### src/cft_ram.sv
// Generic single-write, single-read RAM with a registered read port.
// Stand-alone; no package needed.
`default_nettype none
module cft_ram #(
   parameter int WIDTH = 8,
   parameter int DEPTH = 16
) (
   input  wire logic                     clock,
   input  wire logic                     we,
   input  wire logic [$clog2(DEPTH)-1:0] waddr,
   input  wire logic [WIDTH-1:0]         wdata,
   input  wire logic [$clog2(DEPTH)-1:0] raddr,
   output logic      [WIDTH-1:0]         rdata
);

   logic [WIDTH-1:0] mem [DEPTH];

   always_ff @(posedge clock) begin
      if (we) begin
         mem[waddr] <= wdata;
      end
      rdata <= mem[raddr];
   end

endmodule
`default_nettype wire

### config.mk
export PLATFORM = sky130hd
export DESIGN_NAME = cft_ram
export DESIGN_NICKNAME = d
export VERILOG_FILES = /design/src/cft_ram.sv
export SDC_FILE = /design/constraint.sdc
export NUM_CORES = 1
export LEC_CHECK = 0
export BUFFER_PORTS_ARGS = -buffer_cell sky130_fd_sc_hd__buf_2
export CORE_MARGIN = 2
export CORE_UTILIZATION = 55
export DETAILED_ROUTE_END_ITERATION = 6
export PLACE_DENSITY = 0.73
export REMOVE_ABC_BUFFERS = 1
export SYNTH_ARGS = -nofsm -noshare
export SYNTH_HDL_FRONTEND = slang
export SYNTH_SLANG_ARGS = --single-unit
### constraint.sdc
create_clock -name clock -period 4.9 [get_ports clock]
set_clock_uncertainty 0.2 [all_clocks]
set_input_delay 0.735 -clock clock [delete_from_list [all_inputs] [get_ports clock]]
set_output_delay 0.735 -clock clock [all_outputs]
set_load 0.02 [all_outputs]
After elaboration in Yosys (flattened, before gate mapping)
Memories as Yosys holds them, arrays and structs flattened. A register that Yosys moved wholly into a read port is not among the register bits.
Cells that the tools add are included.
{"block": "op_classes", "muxes": 2}
{"operator": "2-to-1 mux 1 bit", "n": 2}
{"block": "word_totals", "output_inout_bits": 8, "reg_bits": 0, "ram_bits": 128, "mem_count": 1}
{"memory": "mem", "depth": 16, "word_bits": 8, "read_ports": 1, "rd_clocked_by_memory_dff": 1, "wr": 1, "line": "16", "text": "logic [WIDTH-1:0] mem [DEPTH];"}

Depth between registers and ports, before layout
{"block": "logic_depth", "depth_word": 2, "ltp_mapped": 5, "ltp_nobuf": 3}

Worst setup path before layout
OpenSTA, ideal clock, no wires.
{"block": "synth_path", "path_type": "input to register", "startpoint": "input waddr[2]", "endpoint": "memory mem[0][0], enable pin", "slack_ns": 2.472, "setup_ns": 0.383, "path_buffers": 0, "cell_stages": 2, "t_required_ns": 4.317, "t_arrival_ns": 1.845, "cell_sequence": "or3b_2 -> nor3_1"}
{"item": "start: declaration", "line": "10", "text": "input wire logic [$clog2(DEPTH)-1:0] waddr,"}
{"item": "end: declaration", "line": "16"}
Straight into the memory's write port.

==> impl_metrics.toml <==
[synthesis]
synth_fa_ha_area_share_pct = 0
synth-seq-area-share_pct = 77.8
synth_edf_count = 128
synth_area_um2 = 5150
ys_ff_latch = 136
yosys_warnings = 0
synthArstFlopShare_pct = 0
synth_ff_type = "edfxtp_1"
synth_cells = 229
synthXorXnorAreaFrac_pct = 0
synthSimpleGateAreaFrac_pct = 3.18
yosys.area.top_type = "edfxtp_1"
synth_top_area_share_pct = 74.7
synth-compound-area-share_pct = 2.33
synth_top_cells_by_area = "edfxtp_1 (75%), mux4_2 (7.9%), mux4_1 (7.1%)"
muxShareOfSynthArea_pct = 15.0
synth_top_family_by_area = "multiplexers"
syn_avg_cell_area_um2 = 22.5
yosysUniqueCellTypes = 19

[run]
cap_violations = 0

[placement]
place_area_um2 = 5350
dp_slack_ns = 1.83
port_buffers = 25
gp_congestion = 0.719
dp_cells = 358
dp_hpwl_um = 5600

[floorplanning]
die_h_um = 101
fp-row-count = 35
core_region_area_um2 = 9150
start_util_pct = 56.2
fp.dieW_um = 101
pin_count = 26
die-area_um2 = 10100

[finish]
final_area_um2 = 5970
instances_no_fill = 390
num_antenna_cells = 0
area_delta_synth_final_pct = 15.9
layout.nets = 284
drive_above_1_share_pct = 28.3
nFillCells = 579

[critical_path]
cp_slowest_cell = "buf_2"
cp_cell_sequence = "buf_2 > mux4_1 > a22oi_1 > nand2_1"
crit_required_ns = 5.10
startpoint_type = "input port"
critical_path_arrival_ns = 2.55
cp-end-kind = "flip-flop"
path_max_fanout = 32
cpPeakStageDelay_ns = 0.79
critPathKind = "in -> reg"

[grt]
gr-total-overflow = 0
grt_pass1_wl_um = 14400
antenna_found_initial = 0
grt_pass1_vias = 2429
grt_usage_pct = 20.9
grt_max_degree = 33

[timing]
post-route-min-period_ns = 2.34
worst-slew-pin-transition_ns = 1.08
rsz0062_at_grt = "no"
fin_crit_sh_pct = 47.8
fin_ws_ns = 2.56
finalMaxSlewViolations = 0
slew_headroom_pct = 28.3
totalNegativeSetupSlack_ns = 0
setup-violations-final = 0
timing_hold_violations_final = 0
fmax_ghz = 0.427

[power]
vdd_ir_drop_max_v = 0.000292
p_leak_nw = 2.00
power.total_mw = 2.75
p_per_area_nw_per_um2 = 460

[route]
viasPerCell = 6.12
drt-initial-drc-count = 162
drt-pass1-iter-count = 4
drc_errors = 0
wirelength_um = 9710
ant_nets = 0
vias = 2385
wl_per_cell_um = 24.9

[cts]
cts_hold_buf = 0
cts.path.max_buffers = 2
post-cts-setup-buffer-count = 0
tritoncts = "done"
clock-sinks = 136
clk-insertion-delay-late_ns = 0.52
cts_made_buffers = 17
cts-htree-levels = 4
cts_resized = 0
clk_pin_slew_ns = 0.06
cts_root_buf = "clkbuf_8"

[run_status]
status = "completed"

[worst_hold_path]
hold_class = "in -> reg"
[state kept, by name, indices dropped and copies added, names as in the netlist]
| register | count |
|---|---|
| rdata | 8 |
| mem | 128 |
[worst max-delay path, delay by kind of cell]
kind / cells / cell delay [ns]
multiplexers: 1 / 0.67
AND/OR/NAND/NOR: 1 / 0.09
buffers and inverters: 1 / 0.79
AO/OA/AOI/OAI: 1 / 0.24
[per-stage QoR]
step / util (%) / hold WS (ns)
2_1_floorplan: - / 0.429
3_3_place_gp: 58.4 / 0.463
3_5_place_dp: 58.4 / 0.470
4_1_cts: 65.1 / 0.384
5_1_grt: 65.2 / 0.398
6_report: 65.2 / 0.398
[power by group]
| group | internal [mW] | leakage (nW) | total [mW] | switching, mW |
|---|---|---|---|---|
| Sequential | 1.30 | 1.22 | 1.31 | 0.00813 |
| Combinational | 0.0469 | 0.487 | 0.121 | 0.0742 |
| Clock | 0.828 | 0.293 | 1.32 | 0.487 |
| Total | 2.18 | 2.00 | 2.75 | 0.569 |
[Yosys cell counts (all sizes together) (2+ instances only)]
cell,n
edfxtp,128
mux4,32
a22oi,16
nor2,13
nand2,9
dfxtp,8
buf,7
nor3,4
clkdlybuf4s25,3
nand2b,2
nand3b,2
[cell usage in the layout (no fill, tap or decap), types with 4 or more instances in the layout]
cell,n
mux4_2,18
buf_2,25
edfxtp_1,128
nand2_1,9
clkbuf_16,16
mux4_1,14
a22oi_1,16
bufinv_16,4
dfxtp_1,8
nor2_1,13
[cell type report]
cell class	instances	area, um^2	share of cell area [%]
clock buffer	17	414	6.94
timing repair buffer	28	148	2.47
sequential	136	4000	67.1
tap	111	139	2.33
clock inverter	15	200	3.36
multi-input combinational	83	1060	17.8
[metal layers]
layer / vias up / routed length [um] / global-route usage, %
li1: 1050 / - / -
met1: 1222 / 4130 / 30.1
met2: 91 / 4700 / 30.2
met3: 22 / 643 / 5.34
met4: 0 / 239 / 10.2
met5: - / 0 / 0
[cell families after synthesis]
group                  after synthesis
muxes                               32
AOI/OAI and AO/OA                   16
buffers and inverters               10
DFF                                136
and+or+nand+nor                     35
[final timing paths]
kind,slack [ns],depth (start not counted),start,to
max,2.56,4,raddr[0],rdata[3]$_DFF_P_
min,0.40,1,wdata[3],mem[8][3]$_DFFE_PP_
min reg2reg,0.48,3,mem[12][4]$_DFFE_PP_,rdata[4]$_DFF_P_
max reg2reg,3.36,3,mem[0][3]$_DFFE_PP_,rdata[3]$_DFF_P_
Note: power is estimated with default switching activity, not from simulation.
