[src/cft_pkg.sv]
// Shared types and constants of the Coulomb field line tracer.
// Used by cft_iter and coulomb_field_line_tracer; depends on nothing.
`default_nettype none
package cft_pkg;

   localparam int MAX_CHARGES = 64;
   localparam int ADDR_W      = $clog2(MAX_CHARGES);
   localparam int HELD_W      = $clog2(MAX_CHARGES + 1);

   localparam int COORD_W  = 24;
   localparam int CHARGE_W = 16;
   localparam int FIELD_W  = 64;
   localparam int STEP_W   = 17;
   localparam int ENTRY_W  = 3 * COORD_W + CHARGE_W;

   // Widths inside the shared divide and square-root unit.
   localparam int REM_W   = 50;
   localparam int TRY_W   = REM_W + 2;
   localparam int NUM_W   = 64;
   localparam int STEPS_W = 7;

   localparam logic [STEP_W-1:0] STEP_RESET = 17'd3277;
   localparam logic [33:0]       COULOMB_K  = 34'd8987552000;

   localparam logic [1:0] REQ_ADD   = 2'd0;
   localparam logic [1:0] REQ_QUERY = 2'd1;
   localparam logic [1:0] REQ_TRACE = 2'd2;

   localparam logic [1:0] STATUS_OK   = 2'd0;
   localparam logic [1:0] STATUS_FULL = 2'd1;
   localparam logic [1:0] STATUS_SAT  = 2'd2;
   localparam logic [1:0] STATUS_ZERO = 2'd3;

   typedef enum logic [4:0] {
      ST_IDLE,
      ST_ADD,
      ST_READ,
      ST_LOAD,
      ST_SQUARE,
      ST_CHARGE_MUL,
      ST_ROOT,
      ST_MAG_DIV,
      ST_UNIT_DIV,
      ST_MUL_LO,
      ST_MUL_HI,
      ST_ACCUM,
      ST_NEXT,
      ST_FINISH,
      ST_NORM,
      ST_GSQ,
      ST_NROOT,
      ST_MV_MUL,
      ST_MV_DIV,
      ST_MV_ADD,
      ST_RESULT
   } state_type;

   typedef struct packed {
      logic               is_sqrt;
      logic [STEPS_W-1:0] steps;
      logic [REM_W-1:0]   rem0;
      logic [NUM_W-1:0]   num;
      logic [REM_W-1:0]   divisor;
   } iter_cmd_type;

endpackage
`default_nettype wire

[src/cft_iter.sv]
// Shared iterative unit: restoring division one bit per cycle, or integer
// square root two input bits per cycle. Depends on cft_pkg.
`default_nettype none
module cft_iter (
   input  wire logic                  clock,
   input  wire logic                  reset,
   input  wire logic                  start,
   input  wire cft_pkg::iter_cmd_type cmd,
   output logic                       busy,
   output logic                       done,
   output logic [cft_pkg::NUM_W-1:0]  quot
);

   logic                          busy_ff, busy_in;
   logic                          done_ff, done_in;
   logic                          sqrt_ff, sqrt_in;
   logic [cft_pkg::STEPS_W-1:0]   cnt_ff, cnt_in;
   logic [cft_pkg::REM_W-1:0]     rem_ff, rem_in;
   logic [cft_pkg::NUM_W-1:0]     num_ff, num_in;
   logic [cft_pkg::REM_W-1:0]     div_ff, div_in;
   logic [cft_pkg::NUM_W-1:0]     quot_ff, quot_in;
   logic [cft_pkg::TRY_W-1:0]     pad, trial, diff;
   logic                          ge;

   always_ff @(posedge clock) begin
      if (reset) begin
         busy_ff <= 1'b0;
         done_ff <= 1'b0;
      end else begin
         busy_ff <= busy_in;
         done_ff <= done_in;
      end
      sqrt_ff <= sqrt_in;
      cnt_ff  <= cnt_in;
      rem_ff  <= rem_in;
      num_ff  <= num_in;
      div_ff  <= div_in;
      quot_ff <= quot_in;
   end

   always_comb begin
      // The square root brings in two bits and tries (2*root)*2+1; division
      // brings in one bit and tries the divisor. Both share one subtractor.
      if (sqrt_ff) begin
         pad   = {rem_ff, num_ff[cft_pkg::NUM_W-1 -: 2]};
         trial = {quot_ff[cft_pkg::REM_W-1:0], 2'b01};
      end else begin
         pad   = {1'b0, rem_ff, num_ff[cft_pkg::NUM_W-1]};
         trial = {2'b00, div_ff};
      end
      ge   = pad >= trial;
      diff = pad - trial;

      busy_in = busy_ff;
      done_in = 1'b0;
      sqrt_in = sqrt_ff;
      cnt_in  = cnt_ff;
      rem_in  = rem_ff;
      num_in  = num_ff;
      div_in  = div_ff;
      quot_in = quot_ff;

      if (start) begin
         busy_in = 1'b1;
         sqrt_in = cmd.is_sqrt;
         cnt_in  = cmd.steps;
         rem_in  = cmd.rem0;
         num_in  = cmd.num;
         div_in  = cmd.divisor;
         quot_in = '0;
      end else if (busy_ff) begin
         rem_in  = ge ? diff[cft_pkg::REM_W-1:0] : pad[cft_pkg::REM_W-1:0];
         num_in  = sqrt_ff ? {num_ff[cft_pkg::NUM_W-3:0], 2'b00}
                           : {num_ff[cft_pkg::NUM_W-2:0], 1'b0};
         quot_in = {quot_ff[cft_pkg::NUM_W-2:0], ge};
         cnt_in  = cnt_ff - 1'b1;
         if (cnt_ff == cft_pkg::STEPS_W'(1)) begin
            busy_in = 1'b0;
            done_in = 1'b1;
         end
      end
   end

   assign busy = busy_ff;
   assign done = done_ff;
   assign quot = quot_ff;

endmodule
`default_nettype wire

[config.mk]
export PLATFORM = sky130hd
export DESIGN_NAME = cft_iter
export DESIGN_NICKNAME = d
export VERILOG_FILES = /design/src/cft_pkg.sv /design/src/cft_iter.sv
export SDC_FILE = /design/constraint.sdc
export NUM_CORES = 1
export LEC_CHECK = 0
export BUFFER_PORTS_ARGS = -buffer_cell sky130_fd_sc_hd__buf_4
export CORE_MARGIN = 1
export CORE_UTILIZATION = 57
export CTS_CLUSTER_DIAMETER = 100
export DETAILED_ROUTE_END_ITERATION = 6
export PLACE_DENSITY = 0.79
export SKIP_LAST_GASP = 1
export SYNTH_ARGS = -nofsm -noshare
export SYNTH_HDL_FRONTEND = slang
export SYNTH_SLANG_ARGS = --single-unit
[constraint.sdc]
create_clock -name clock -period 6.5 [get_ports clock]
set_input_delay 0.975 -clock clock [delete_from_list [all_inputs] [get_ports clock]]
set_output_delay 0.975 -clock clock [all_outputs]
set_load 0.02 [all_outputs]
# Yosys cells after proc, flatten, opt, wreduce, memory -nomap -nowiden
# Index checks and enable logic that the tools add are counted.
[op_classes]
addsub = 2
order_cmp = 1
eq_ne = 1
muxes = 14
bitwise = 1
reduce_logical = 2
[op_table]
columns = ["operator", "count"]
rows = [
  ["64-bit two-way mux", 3],
  ["50-bit two-way mux", 3],
  ["52-bit two-way mux", 2],
  ["52-bit greater-or-equal comparator", 1],
  ["50-bit subtractor", 1],
  ["7-bit two-way mux", 2],
  ["7-bit by 1-bit == test with 1-bit output (second input constant)", 1],
  ["7-bit by 1-bit subtractor with 7-bit output (second input constant)", 1],
  ["1-bit two-way mux", 4],
  ["3-bit OR reduction", 1],
  ["2-bit nonzero test", 1],
  ["1-bit NOT", 1],
]
[totals]
reg_bits = 238
inputBits = 175
out_inout_bits = 66

# Depth between registers and ports, before layout
[logic_depth]
ltp_word = 5
mapped_depth = 19

# Worst setup path after synthesis
# Ideal clock, no wire load.
[synth_timing]
path_type = "register to register"
startpoint = "reg sqrt_ff"
endpoint = "reg rem_ff[28] in the netlist's numbering, data pin"
t_arrival_ps = 4449
path_slack_ps = 1790
path_stages_with_launch = 20
n_path_buf = 8
cell_sequence = "edfxtp_1 -> clkbuf_1 -> buf_1 -> buf_2 -> clkbuf_1 -> buf_1 -> mux2i_1 -> ha_1 -> buf_2 -> a21oi_2 -> o21ai_1 -> a221oi_2 -> o21ai_2 -> a211oi_2 -> o211a_1 -> o21a_2 -> buf_6 -> buf_4 -> nor3_1 -> a311o_1"
[synth_between]
elab_chain_len = 5
elab_cells_between_ends = 7
classes_between = "add/sub: 1; order compare: 1; mux: 5"
[synth_lines]
columns = ["element", "line_no", "source"]
rows = [
  ["start: declaration", "cft_iter.sv:16", "logic sqrt_ff, sqrt_in;"],
  ["start signal: assignment", "cft_iter.sv:33", "sqrt_ff <= sqrt_in;"],
  ["52-bit two-way mux", "cft_iter.sv:44", "if (sqrt_ff) begin"],
  ["50-bit subtractor or 52-bit greater-or-equal comparator (tied branches)", "cft_iter.sv:52, cft_iter.sv:51", ""],
  ["50-bit two-way mux (*)", "cft_iter.sv:72", "rem_in = ge ? diff[cft_pkg::REM_W-1:0] : pad[cft_pkg::REM_W-1:0];"],
  ["50-bit two-way mux (*)", "cft_iter.sv:71", "end else if (busy_ff) begin"],
  ["50-bit two-way mux (*)", "cft_iter.sv:63", "if (start) begin"],
  ["named net rem_in, one bit", "cft_iter.sv:18", "logic [cft_pkg::REM_W-1:0] rem_ff, rem_in;"],
  ["end signal: assignment", "cft_iter.sv:35", "rem_ff <= rem_in;"],
  ["end: declaration", "cft_iter.sv:18", ""],
]
# The timed path passes the listed nets; every way through them passes the cells marked *. The select of a mux whose other input is x is not followed.
# A chain may end at the register's enable or synchronous reset.

# Worst setup path in the final report
[layout_timing]
startpoint = "reg sqrt_ff"
endpoint = "reg rem_ff[21] in the netlist's numbering, data pin"
# The elaborated chain is that of the path after synthesis.

==> results.sh <==
export IMPL_outcome="complete, no violations"
export IMPL_cts_clk_slew_worst_paths_ns=0.06
export IMPL_hp_class="reg -> reg"
export IMPL_port_buffers=240
export IMPL_critical_path_startpoint="sqrt_ff"
export IMPL_tns_ns=0
export IMPL_cts_root_buf="clkbuf_16"
export IMPL_ff2ff_setup_slack_ns=1.63
export IMPL_max_slew_worst_pin_slew_ns=1.03
export IMPL_grt_pass1_wl_mm=54.7
export IMPL_fp_dieW_um=159
export IMPL_power_leakage_uw=0.00706
export IMPL_worstPathRequired_ns=6.77
export IMPL_ys_ff_latch=238
export IMPL_drv_slew=0
export IMPL_min_period_ns=4.87
export IMPL_clkSinkCount=238
export IMPL_h_tree_depth=1
export IMPL_hold_end="quot[58]"
export IMPL_vias_per_cell=5.83
export IMPL_syn_inst=1356
export IMPL_fin_crit_sh=0.749
export IMPL_place_hpwl_mm=23.0
export IMPL_yosysSeqAreaShare=0.459
export IMPL_grt_overflow=0
export IMPL_hold_depth=2
export IMPL_dieArea_um2=25400
export IMPL_gr_usage_all_layers=0.260
export IMPL_crit_type="reg -> reg"
export IMPL_maxCapViolCount=0
export IMPL_synth_nets=1586
export IMPL_endpoint_kind="flip-flop"
export IMPL_syn_to_final_growth_pct=19.9
export IMPL_dr_pass1_iters=5
export IMPL_relSlewSlack=0.310
export IMPL_ioPinCount=241
export IMPL_critical_path_arrival_ns=5.14
export IMPL_grt_max_degree=195
export IMPL_drtAntennaViolNets=0
export IMPL_syn_area_um2=14100
export IMPL_clock_latency_ns=0.54
export IMPL_clockBufferDepth=3
export IMPL_cts_made_buffers=27
export IMPL_worst_ir_drop_vdd_v=0.000243
export IMPL_hold_violations=0
export IMPL_start_util=0.581
export IMPL_rr_worst_depth=15
export IMPL_cts_tree="built"
export IMPL_placementRows=57
export IMPL_synth_async_reset_ratio=0
export IMPL_cts_resized=0
export IMPL_setup_viol=0
export IMPL_grt_antenna_before_repair=2
export IMPL_gp_congestion=0.904
export IMPL_cts_hold_buf=0
export IMPL_routedWlPerCell_um=17.6
export IMPL_yosys_warnings=0
export IMPL_chipHeight_um=159
export IMPL_worstHoldStart="quot[58]"
export IMPL_rsz0062_at_grt="false"
export IMPL_vias=11000
export IMPL_fmax_ghz=0.205
export IMPL_drt_iter0_drc=741
export IMPL_routed_wl_mm=33.3
export IMPL_skew_ns=0.0166
export IMPL_ys_types=71
export IMPL_grt_pass1_vias=10900
export IMPL_r2r_start="sqrt_ff"
export IMPL_final_net_count=1774
export IMPL_final_util=0.697
export IMPL_synth_avg_cell_area_um2=10.4
export IMPL_postCtsSetupBuffers=0
export IMPL_drive_gt1_frac=0.232
export IMPL_synth_enable_flop_cells=172
export IMPL_p_total_uw=6040
export IMPL_path_max_fanout=76
export IMPL_power_density_nw_per_um2=356
export IMPL_ys_dominant_reg_cell="edfxtp_1"
export IMPL_core_area_um2=24300
export IMPL_start_kind="flip-flop"
export IMPL_drc=0
export IMPL_rr_endpoint="rem_ff[21]"
per-layer routing:
layer,share of wire,up-vias,GRT usage
met5,0,-,0
met4,0.031,0,0.0944
met3,0.064,66,0.0508
met2,0.45,361,0.407
met1,0.45,5168,0.360
li1,-,5420,-
through the flow:
| stage | std cells | worst slack (ns) | hold slack (ns) | cell area, µm² |
|---|---|---|---|---|
| floorplan | 1356 | 1.79 | 0.537 | 14100 |
| global placement | 1839 | 1.79 | 0.477 | 16100 |
| detailed placement | 1839 | 1.71 | 0.494 | 16100 |
| CTS | 1887 | 1.69 | 0.517 | 16900 |
| global route | 1888 | 1.36 | 0.549 | 16900 |
| finish | 1889 | 1.63 | 0.525 | 16900 |
how the worst max path moves through the flow:
stage,to,cells past startpoint
2_1_floorplan,rem_ff[28],19
3_3_place_gp,rem_ff[33],15
3_5_place_dp,rem_ff[18],15
4_1_cts,rem_ff[17],15
5_1_grt,rem_ff[13],15
6_report,rem_ff[21],15
final cells by class:
cell class	count	area, µm²
fillers	1846	7380
flip-flops and latches	238	6490
diodes	2	5.00
clock buffers	37	796
multi-input cells	1013	7210
repair buffers	249	1910
inverters	15	56.3
clock inverters	11	63.8
well taps	324	405
kinds of logic after synthesis:
group | synth area share
compound gates | 0.141
xor+xnor | 0.0304
fa+ha+maj | 0.0492
buf+inv | 0.0310
flops | 0.459
mux | 0.170
simple gates | 0.120
critical path, stage by stage (launching register included):
cell      delay (ns)
edfxtp_1        0.42
buf_12          0.36
mux2i_1         0.29
ha_1            0.18
inv_1           0.05
fa_1            0.40
a21oi_1         0.25
o211ai_1        0.13
a211oi_1        0.32
o21ai_2         0.17
a211oi_2        0.37
o211a_1         0.19
o21a_2          0.47
buf_12          0.35
nor3_1          0.10
a311o_1         0.36
cell usage after synthesis (35+ instances only):
master    count  area share
a21oi_1      76       0.027
and2_1       35       0.015
clkbuf_1     52       0.014
dfxtp_1      66       0.093
edfxtp_1    172        0.37
ha_1         54       0.048
mux2_2       52       0.041
mux2i_1     181        0.13
nand2_1     130       0.035
nor2_1       95       0.025
nor3_1       44       0.016
o21ai_0     104       0.037
state kept, by name, indices dropped and copies added, names as in the netlist:
signal and count:
quot 64, div_ff 50, busy 1, done 1
sqrt_ff 1, cnt_ff 7, num_ff 64, rem_ff 50
cell usage in the layout (no fill, tap or decap), types with 5 or more instances in the layout:
master,count
inv_1,15
xor2_1,25
a21oi_1,76
clkinv_2,7
a2bb2oi_1,11
o21bai_1,8
xnor2_1,24
mux2_2,52
a21o_1,18
buf_4,245
o21ai_0,104
clkbuf_16,29
and2_1,35
ha_1,54
o211ai_1,5
nand2_1,130
nand4_1,11
nand3_1,11
nor2_1,95
mux2i_1,181
nor3_1,44
a311o_1,28
and3_1,6
nand2b_1,15
a31oi_1,7
edfxtp_1,172
dfxtp_1,65
power by group:
group / internal, µW / switching (µW) / leakage (µW)
registers: 1900 / 107 / 0.00227
logic: 1100 / 1460 / 0.00436
clock network: 854 / 614 / 0.000429
total: 3850 / 2180 / 0.00706
Note: power is estimated with default switching activity, not from simulation.
